===== config.mk =====
export PLATFORM = sky130hd
export DESIGN_NAME = lpht_ctrl
export DESIGN_NICKNAME = d
export VERILOG_FILES = /design/src/rtl/lpht_pkg.sv /design/src/rtl/lpht_ctrl.sv
export SDC_FILE = /design/constraint.sdc
export NUM_CORES = 1
export LEC_CHECK = 0
export BUFFER_PORTS_ARGS = -buffer_cell sky130_fd_sc_hd__buf_2
export CAP_MARGIN = 20
export CORE_AREA = 2 2 39 41
export CTS_BUF_LIST = sky130_fd_sc_hd__clkbuf_16
export DETAILED_ROUTE_END_ITERATION = 10
export DIE_AREA = 0 0 41 43
export PLACE_DENSITY_LB_ADDON = 0.15
export SYNTH_ARGS = -nofsm -noshare
export SYNTH_HDL_FRONTEND = slang
export SYNTH_SLANG_ARGS = --single-unit

===== constraint.sdc =====
create_clock -name clk_i -period 2.8 [get_ports clk_i]
set_clock_uncertainty 0.2 [all_clocks]
set_input_delay 0.56 -clock clk_i [delete_from_list [all_inputs] [get_ports clk_i]]
set_output_delay 0.56 -clock clk_i [all_outputs]
set_load 0.1 [all_outputs]

===== src/rtl/lpht_pkg.sv =====
// Shared types and constants of the linear probe hash table
package lpht_pkg;

  localparam int unsigned SLOTS_DEF     = 1024;
  localparam int unsigned KEY_WIDTH_DEF = 32;

  localparam int unsigned KIND_W = 2;
  localparam logic [KIND_W-1:0] KIND_INSERT = 2'd0;
  localparam logic [KIND_W-1:0] KIND_FIND   = 2'd1;
  localparam logic [KIND_W-1:0] KIND_DELETE = 2'd2;

  localparam int unsigned RES_W = 2;
  localparam logic [RES_W-1:0] RES_OK        = 2'd0;
  localparam logic [RES_W-1:0] RES_NOT_FOUND = 2'd1;
  localparam logic [RES_W-1:0] RES_FULL      = 2'd2;
  localparam logic [RES_W-1:0] RES_RANGE     = 2'd3;

  localparam int unsigned MARK_W = 2;
  localparam logic [MARK_W-1:0] MARK_EMPTY   = 2'd0;
  localparam logic [MARK_W-1:0] MARK_LIVE    = 2'd1;
  localparam logic [MARK_W-1:0] MARK_DELETED = 2'd2;

  typedef enum logic [3:0] {
    S_CLEAR = 4'b0001,
    S_IDLE  = 4'b0010,
    S_PROBE = 4'b0100,
    S_CHECK = 4'b1000
  } state_e;

  typedef struct packed {
    logic clr_en;
    logic accept;
    logic check;
  } dp_cmd_t;

  typedef struct packed {
    logic clr_last;
    logic in_range;
    logic stop;
  } dp_sts_t;

endpackage


===== src/rtl/lpht_ctrl.sv =====
// Operation sequencer of the linear probe hash table
module lpht_ctrl (
  input  logic              clk_i,
  input  logic              rst_ni,
  input  logic              start_i,
  input  lpht_pkg::dp_sts_t sts_i,
  output lpht_pkg::dp_cmd_t cmd_o,
  output logic              busy_o
);

  lpht_pkg::state_e state_q, state_d;

  always_ff @(posedge clk_i or negedge rst_ni) begin
    if (!rst_ni) begin
      state_q <= lpht_pkg::S_CLEAR;
    end else begin
      state_q <= state_d;
    end
  end

  always_comb begin
    state_d = state_q;
    case (state_q)
      lpht_pkg::S_CLEAR: begin
        if (sts_i.clr_last) state_d = lpht_pkg::S_IDLE;
      end
      lpht_pkg::S_IDLE: begin
        if (start_i && sts_i.in_range) state_d = lpht_pkg::S_PROBE;
      end
      lpht_pkg::S_PROBE: begin
        state_d = lpht_pkg::S_CHECK;
      end
      lpht_pkg::S_CHECK: begin
        if (sts_i.stop) state_d = lpht_pkg::S_IDLE;
      end
      default: begin
        state_d = lpht_pkg::S_CLEAR;
      end
    endcase
  end

  assign cmd_o.clr_en = (state_q == lpht_pkg::S_CLEAR);
  assign cmd_o.accept = (state_q == lpht_pkg::S_IDLE) && start_i;
  assign cmd_o.check  = (state_q == lpht_pkg::S_CHECK);
  assign busy_o       = (state_q != lpht_pkg::S_IDLE);

endmodule


# [Word level (Yosys, flattened, before mapping)]
# Cells that the tools add are included.
[totals] regBits=4 latchBits=0 mem_bits_rw=0 mem_bits_ro=0 inputBits=6 output_inout_bits=4 wordCells=16 memories=0
[classes] n_addsub=0 mul=0 n_div=0 order_cmp=0 eq_ne=8 shifts=0 n_mux=4 bitwise_logic=0 n_reduce_logical=3
[op_table] cell="4-bit one-hot mux with 4 select lines" n=1
[op_table] cell="4-bit two-way mux" n=3
[op_table] cell="2-bit inequality test (second input constant)" n=3
[op_table] cell="4-bit by 1-bit == test with 1-bit output (second input constant)" n=1
[op_table] cell="4-bit by 2-bit == test with 1-bit output (second input constant)" n=1
[op_table] cell="4-bit by 3-bit == test with 1-bit output (second input constant)" n=1
[op_table] cell="4-bit == test (second input constant)" n=1
[op_table] cell="4-bit by 2-bit inequality test with 1-bit output (second input constant)" n=1
[op_table] cell="3-bit AND reduction" n=1
[op_table] cell="1-bit logical AND" n=2

# [Depth between registers and ports, before layout]
# Gate-level depths: netlist (run 1).
[logic_depth] ltp_word=3 depth_mapped=4 ltp_nobuf=4

# [Worst setup path before layout (run 1)]
# Ideal clock, no wire load.
[synth_path] path_type="register -> output" startpoint="register state_q[2]" endpoint="output port cmd_o[0] in the netlist's numbering" t_arrival_ns=2.685 t_required_ns=2.040 slack_ns=-0.645 path_stages_with_launch=3 path_buffers=0 path_cell_list="dfrtp_1 nand2b_1 nor3_1"
[synth_rtl] item="start: declaration" line_no="lpht_ctrl.sv:11" rtl="lpht_pkg::state_e state_q, state_d;"
[synth_rtl] item="start signal: assignment" line_no="lpht_ctrl.sv:15" rtl="state_q <= lpht_pkg::S_CLEAR;"
[synth_rtl] item="start signal: assignment" line_no="lpht_ctrl.sv:17" rtl="state_q <= state_d;"
[synth_rtl] item="end: declaration" line_no="lpht_ctrl.sv:7" rtl="output lpht_pkg::dp_cmd_t cmd_o,"

==> results of run 1 <==
-- cell type report --
class / count / area, um2
fillers: 148 / 982.2
multi-input cells: 17 / 142.6
flip-flops and latches: 4 / 101.3
clock buffers: 3 / 75.07
repair buffers: 10 / 55.05
well taps: 16 / 20.02
clock inverters: 1 / 3.754
inverters: 1 / 3.754
-- layout by cell type (no fill, tap or decap), drive strengths merged --
master	instances
dfstp	1
buf	9
o21ai	2
o21a	1
nand2b	3
dfrtp	3
and2	1
and3	1
dlygate4sd3	1
xor2	1
a2bb2oi	1
a21oi	1
inv	2
clkbuf	3
nor4b	2
o311a	1
or4	1
nor3	2
-- critical path: stages, from the launching register on --
cell and delay [ns]:
dfrtp_1 0.45, nor4b_2 0.37, and2_1 0.17, buf_2 0.42
-- through the flow --
step | power, W | util (%) | setup WS (ns)
6_report | 0.0005555 | 29.02 | 0.4007
5_1_grt | 0.0005813 | 29.02 | 0.2921
4_1_cts | 0.0005629 | 29.02 | 0.3907
3_5_place_dp | 0.0003335 | 22.60 | 0.6262
3_3_place_gp | 0.0003336 | 22.60 | 0.6379
2_1_floorplan | 0.0002975 | - | 0.2066
-- cells by family after synthesis --
logic type	share of synthesized area [%]
buffers and inverters	1.603
AND/OR/NAND/NOR	33.70
AO/OA/AOI/OAI	17.65
flip-flops	43.32
XOR/XNOR	3.744
-- timing repair --
item,CTS,global route
endpoints found under the hold margin,3,0
setup endpoints to repair,0,0
hold buffers,1,0
gates resized for setup,0,0
-- metal layers --
metal	up-vias	GRT usage, %
met1	89	7.213
li1	111	-
met5	-	0
met4	0	6.000
met2	8	10.00
met3	3	5.236
-- power breakdown --
part	total (W)	switching, W	internal (W)
logic	0.000221	0.000157	0.0000645
clock network	0.000225	0.0000404	0.000184
registers	0.000110	0.0000309	0.0000787
total	0.000556	0.000228	0.000327
-- worst min path at each step --
stage,from,end
2_1_floorplan,rst_ni,state_q[1]
3_3_place_gp,rst_ni,state_q[2]
3_5_place_dp,rst_ni,state_q[2]
5_1_grt,sts_i[2],state_q[0]
4_1_cts,sts_i[2],state_q[0]
6_report,sts_i[2],state_q[0]
==> summary.md, run 1 <==
| Metric | Value |
|---|---|
| Outcome | `finished clean` |
| Crit path DAT | `1.64 ns` |
| Top layer in use | `met4` |
| First-pass GRT wire length | `786 um` |
| Detailed-route vias per instance | `4.058` |
| Final WL | `498 um` |
| Area contributors post-synth | `dfrtp_1 (32%), nor4b_2 (13%), dfstp_2 (11%)` |
| Post-synth EDFFs | `0` |
| Drt first pass iters | `2` |
| Final worst path period need | `2.399 ns` |
| Reg2Reg Launch Point | `state_q[2]` |
| Post-route ant nets | `0` |
| Area growth syn-to-layout | `71.66%` |
| Final setup vio count | `0` |
| Top FF cell, synth | `dfrtp_1` |
| Yosys warnings | `0` |
| Post-route insts no fill | `52` |
| Post-Route Setup TNS | `0 ns` |
| CTS Buf Count | `3` |
| Routed wire length per instance | `9.577 um` |
| Layout cells sized above 1 | `47.22%` |
| Clk buf depth | `2` |
| Overflow after GRT | `0` |
| Startpoint Class | `flop` |
| Ant diodes | `0` |
| # IOs | `10` |
| # DRC | `0` |
| Synthesis-stage register bit count | `4` |
| Top post-synthesis cells by count | `dfrtp_1 (3), nand2b_1 (3), nor3_1 (2), nor4b_2 (2), o21ai_0 (2)` |
| Ys async rst share | `100.0%` |
| GRT Total Usage | `7.374%` |
| Placed Area | `312.8 um2` |
| Die Span X | `41 um` |
| Pwr dens | `1383 nW/um2` |
| RD Place Congestion | `0.5841` |
| Worst Setup End Kind | `output port` |
| Wire length on met2 | `216 um` |
| Vias in the first global route | `202` |
| Synthesized Nets | `28` |
| Max FFs per register | `4` |
| Mean post-synth cell area | `10.64 um2` |
| Fin crit share | `85.69%` |
| Worst-Skew Late Latency | `0.22 ns` |
| Setup CP Type | `flop to output port` |
| DRT met1 WL | `216 um` |
| I/O Buffers | `9` |
| Cell count after placement | `47` |
| R2r worst-path depth | `3` |
| Core area | `1384 um2` |
| Die area | `1763 um2` |
| CP endpoint | `cmd_o[1]` |
| Slew Limit Headroom | `67.56%` |
| WHS Path Cells | `2` |
| Initial antenna violation count | `0` |
| Nets | `43` |
| Core Rows | `14` |
| Leading area contributor after synthesis | `dfrtp_1` |
| Flop2flop setup slack | `1.26 ns` |
| Max cap viols | `0` |
| Critical Path Start | `state_q[2]` |
| Yosys cell types | `15` |
| Largest register by flop count | `state_q` |
| Final hold vios | `0` |
| Routed via count | `211` |
| Cells after synthesis | `22` |
| Worst EP required | `2.04 ns` |
| R2R Path End | `state_q[1]` |
| Clk pin slew, worst setup/hold paths | `0.03 ns` |
| Crit Path Max Fanout | `6` |
| Max Slew Vio Count | `0` |
| Clock root cell | `clkbuf_16` |
| Die Ht | `43 um` |
| Synth top area share | `32.09%` |
| Register area share after synthesis | `43.32%` |
| Clock sink total | `4` |
| Worst vdd ir | `0.4009 mV` |
| CTS H-tree depth | `1` |
| Initial Util | `16.91%` |
| HPWL Detailed | `405.8 um` |
| CTS tree | `done` |
| Hold WS | `0.2939 ns` |
| Worst-margin pin slew | `0.4900 ns` |
| Largest net degree at the start of global routing | `8` |
| Unrepaired setup endpoints after global routing | `no` |
| Design area | `401.6 um2` |
| Fmax | `0.4168 GHz` |
| 1st-iter DRT viols | `1` |
| Top Registers | `state_q: 4 flops` |
| Worst min path class | `input pin to flop` |
| Synthesized area | `234.0 um2` |
| Metal3 WL | `49 um` |
| LEAKAGE | `0.1878 nW` |
| Post-CTS setup buffer count | `0` |
Note: power is estimated with default switching activity, not from simulation.
==> inputs of run 2 (changes only) <==
- BUFFER_PORTS_ARGS: -buffer_cell sky130_fd_sc_hd__buf_2 -> not set
- DONT_BUFFER_PORTS: not set -> 1
- SLEW_MARGIN: not set -> 0
==> summary.md, run 2 (synthesis results as in run 1) <==
| Metric | Value |
|---|---|
| Final worst path period need | `2.285 ns` |
| Fmax | `0.4376 GHz` |
| Unrepaired setup endpoints after global routing | `no` |
| 1st-iter DRT viols | `3` |
| # DRC | `0` |
| Largest register by flop count | `state_q` |
| Final setup vio count | `0` |
| Routed wire length per instance | `10.48 um` |
| Final WL | `482 um` |
| Slew Limit Headroom | `68.68%` |
| Post-Route Setup TNS | `0 ns` |
| Pwr dens | `1453 nW/um2` |
| CTS H-tree depth | `1` |
| First-pass GRT wire length | `841 um` |
| Commonest non-fill, non-tap cells in the layout | `nand2b_1 (3), clkbuf_16 (3), buf_4 (3), dfrtp_1 (3), o21ai_0 (2)` |
| Crit path cell chain | `nor4b_2 -> and2_1 -> buf_4` |
| Hold WS | `0.1972 ns` |
| Max cap viols | `0` |
| Worst Setup End Kind | `output port` |
| Post-route setup slack | `0.5147 ns` |
| Ant diodes | `0` |
| Worst-Skew Late Latency | `0.23 ns` |
| Initial Util | `16.91%` |
| Post-route ant nets | `0` |
| Detailed-route vias per instance | `4.130` |
| Post-CTS setup buffer count | `0` |
| Clk buf depth | `2` |
| Core area | `1384 um2` |
| Cell family with most CP delay | `simple AND/OR/NAND/NOR gates` |
| Outcome | `finished clean` |
| Initial antenna violation count | `0` |
| Setup CP Type | `flop to output port` |
| # IOs | `10` |
| Clk pin slew, worst setup/hold paths | `0.03 ns` |
| Clock root cell | `clkbuf_16` |
| Die Ht | `43 um` |
| Area growth syn-to-layout | `64.71%` |
| Fin crit share | `81.62%` |
| LEAKAGE | `0.1692 nW` |
| CTS tree | `done` |
| I/O Buffers | `0` |
| Layout cells sized above 1 | `36.67%` |
| Top Registers | `state_q: 4 flops` |
| Vias in the first global route | `216` |
| Core Rows | `14` |
| Crit path DAT | `1.53 ns` |
| Routed via count | `190` |
| Worst EP required | `2.04 ns` |
| CTS Buf Count | `3` |
| Dpl ws | `0.7485 ns` |
| Die area | `1763 um2` |
| Largest net degree at the start of global routing | `8` |
| Max FFs per register | `4` |
| Buffers plus inverters on the worst setup path | `1` |
| Critical-path top delay cell | `dfrtp_1` |
| Overflow after GRT | `0` |
| Worst min path class | `input pin to flop` |
| GRT Total Usage | `7.591%` |
| Drt first pass iters | `4` |
| Final hold vios | `0` |
| Crit Path Max Fanout | `7` |
| Fillcell total | `143` |
| Worst path max stage delay | `0.49 ns` |
| Max Slew Vio Count | `0` |
| Startpoint Class | `flop` |
| HPWL Detailed | `382.7 um` |
| Nets | `37` |
| Die Span X | `41 um` |
| Worst-margin pin slew | `0.4691 ns` |
| Worst vdd ir | `0.4101 mV` |
| Clock sink total | `4` |
| RD Place Congestion | `0.6824` |
==> run 2: metrics by stage <==
| step | total power, W | cells | util [%] | instance area, um2 |
|---|---|---|---|---|
| finish | 0.0005601 | 46 | 27.85 | 385.4 |
| global route | 0.0005819 | 46 | 27.85 | 385.4 |
| global placement | 0.0003376 | 41 | 21.43 | 296.5 |
| CTS | 0.0005658 | 46 | 27.85 | 385.4 |
| floorplan | 0.0002975 | 22 | - | 247.7 |
| detailed placement | 0.0003349 | 41 | 21.43 | 296.5 |
==> run 2: path summary, 6_finish.rpt <==
kind	start	to	slack [ns]	depth (start not counted)
setup / recovery	state_q[1]	cmd_o[1]	0.51	3
hold / removal	sts_i[2]	state_q[0]	0.20	1
setup reg to reg	state_q[1]	state_q[1]	1.01	4
hold reg to reg	state_q[0]	state_q[0]	0.36	1
max in group asynchronous	rst_ni	state_q[0]	1.76	1
min in group asynchronous	rst_ni	state_q[2]	0.40	1
==> run 2: final cells by class <==
| class | instances | area [um2] | share of cell area [%] |
|---|---|---|---|
| repair buffers | 4 | 32.53 | 8.442 |
| clock buffers | 3 | 75.07 | 19.48 |
| multi-input cells | 17 | 148.9 | 38.64 |
| inverters | 1 | 3.754 | 0.9740 |
| well taps | 16 | 20.02 | 5.195 |
| clock inverters | 1 | 3.754 | 0.9740 |
| flip-flops and latches | 4 | 101.3 | 26.30 |
==> run 2: worst reg2reg max path, cell delays in order (launching register included) <==
cell and delay [ns]:
dfrtp_1 0.49, nor4b_2 0.36, inv_2 0.29, a21oi_1 0.22, o311a_1 0.17
==> run 2: per-layer routing <==
| layer | routed length [um] | vias to the layer above | GRT usage (%) |
|---|---|---|---|
| met5 | 0 | - | 0 |
| met4 | 15 | 0 | 6.000 |
| met3 | 59 | 2 | 3.665 |
| met2 | 235 | 8 | 9.688 |
| met1 | 171 | 81 | 9.241 |
| li1 | - | 99 | - |
==> run 2: power by group <==
part	internal [W]	switching [W]
clock network	0.000184	0.0000415
registers	0.0000788	0.0000349
logic	0.0000660	0.000155
==> run 2: repair_timing <==
action,in CTS,in global routing
hold buffers,1,0
endpoints found under the setup margin,0,0
endpoints found under the hold margin,4,0
resized for setup,0,0
==> inputs of run 3 (changes only) <==
- clock period: 2.8 -> 2.22 ns (I/O delays scaled with it)
==> summary.md, run 3 (synthesis results as in run 1) <==
| Metric | Value |
|---|---|
| Post-route setup slack | `0.1333 ns` |
| Drt first pass iters | `2` |
| Worst vdd ir | `0.5572 mV` |
| Overflow after GRT | `0` |
| Routed via count | `197` |
| RD Place Congestion | `0.6300` |
| # IOs | `10` |
| Core Rows | `14` |
| Worst-margin pin slew | `0.4683 ns` |
| Max FFs per register | `4` |
| Layout cells sized above 1 | `36.67%` |
| Final setup vio count | `0` |
| Final WL | `572 um` |
| 1st-iter DRT viols | `5` |
| Unrepaired setup endpoints after global routing | `no` |
| Die area | `1763 um2` |
| Slew Limit Headroom | `68.74%` |
| I/O Buffers | `0` |
| Detailed-route vias per instance | `4.283` |
| CTS Buf Count | `3` |
| Startpoint Class | `flop` |
| Nets | `37` |
| Finished Core Util | `29.39%` |
| Crit path DAT | `1.44 ns` |
| Routed wire length per instance | `12.43 um` |
| Max Slew Vio Count | `0` |
| Clock root cell | `clkbuf_16` |
| Dpl ws | `0.3227 ns` |
| HPWL Detailed | `408.4 um` |
| CTS H-tree depth | `1` |
| Setup CP Type | `flop to output port` |
| Worst min path class | `input pin to flop` |
| Die Span X | `41 um` |
| Worst Setup End Kind | `output port` |
| Worst EP required | `1.58 ns` |
| Fillcell total | `147` |
| Core area | `1384 um2` |
| Vias in the first global route | `237` |
| LEAKAGE | `0.1755 nW` |
| Die Ht | `43 um` |
| Outcome | `finished clean` |
| Initial antenna violation count | `0` |
| GRT Total Usage | `8.696%` |
| Fin crit share | `94.00%` |
| Sw Share | `41.26%` |
| # DRC | `0` |
| Max cap viols | `0` |
| Commonest non-fill, non-tap cells in the layout | `nand2b_1 (3), clkbuf_16 (3), dfrtp_1 (3)` |
| Area growth syn-to-layout | `73.80%` |
| Psw | `0.0003018 W` |
| Post-route ant nets | `0` |
| Fmax | `0.4792 GHz` |
| Clk pin slew, worst setup/hold paths | `0.03 ns` |
| Sequential power share | `20.5%` |
| Clk buf depth | `2` |
| Comb pwr share | `40.5%` |
| Final worst path period need | `2.087 ns` |
| Top Registers | `state_q: 4 flops` |
| Worst-Skew Late Latency | `0.23 ns` |
| Pint | `0.0004296 W` |
| Ant diodes | `0` |
| Largest net degree at the start of global routing | `8` |
| Post-CTS setup buffer count | `0` |
| Clock power frac | `39.0%` |
| Largest register by flop count | `state_q` |
| Clock sink total | `4` |
| Crit Path Max Fanout | `7` |
| Final hold vios | `0` |
| Initial Util | `16.91%` |
| First-pass GRT wire length | `945 um` |
| CTS tree | `done` |
| Pwr dens | `1799 nW/um2` |
run 3: cell counts in the layout (fill, tap and decap cells not counted):
Identical to the previous run, type by type.
run 3: path summary, 6_finish.rpt:
check,slack (ns),start,depth (start not counted),end
setup reg to reg,0.42,state_q[0],4,state_q[1]
hold reg to reg,0.37,state_q[0],1,state_q[0]
hold / removal,0.08,sts_i[2],1,state_q[0]
min in group asynchronous,0.28,rst_ni,1,state_q[1]
max in group asynchronous,1.30,rst_ni,1,state_q[0]
setup / recovery,0.13,state_q[1],3,cmd_o[1]
run 3: area by class of cell:
cell class,instances,area (um2),area share [%]
clock buffers,3,75.07,18.46
clock inverters,1,3.754,0.9231
inverters,1,3.754,0.9231
multi-input cells,17,157.7,38.77
flip-flops and latches,4,101.3,24.92
well taps,16,20.02,4.923
repair buffers,4,45.04,11.08
run 3: power groups by stage:
stage	Sequential [W]	Combinational [W]	Clock [W]
after floorplan	0.000137	0.000244	0
after global routing	0.000154	0.000315	0.000297
after detailed placement	0.000145	0.000290	0
after global placement	0.000147	0.000290	0
final	0.000150	0.000296	0.000285
after CTS	0.000144	0.000293	0.000290
run 3: per-stage QoR:
step	cell area (um2)	total power, W	std cells	hold slack [ns]	TNS [ns]
global route	406.6	0.0007659	46	0.08139	0
detailed placement	309.0	0.0004357	41	-0.05147	0
CTS	397.9	0.0007271	46	0.07684	0
global placement	309.0	0.0004369	41	-0.05147	0
floorplan	254.0	0.0003818	22	-0.05159	-0.1581
finish	406.6	0.0007314	46	0.07515	0
run 3: repair_timing:
| item | in CTS | in global routing |
|---|---|---|
| endpoints found under the setup margin | 0 | 1 |
| gates resized for setup | 0 | 1 |
| endpoints found under the hold margin | 4 | 0 |
| hold buffers | 1 | 0 |
run 3: worst max-delay path: stages (launching register included):
cell	delay, ns
dfrtp_1	0.51
nor4b_4	0.30
and2_1	0.22
buf_12	0.18
run 3: metal layers:
layer / GRT usage, % / part of all wire, % / vias up
met4: 10.00 / 3.7 / 0
met5: 0 / 0 / -
met3: 4.188 / 9.6 / 2
met2: 11.56 / 50 / 8
met1: 8.553 / 37 / 88
li1: - / - / 99
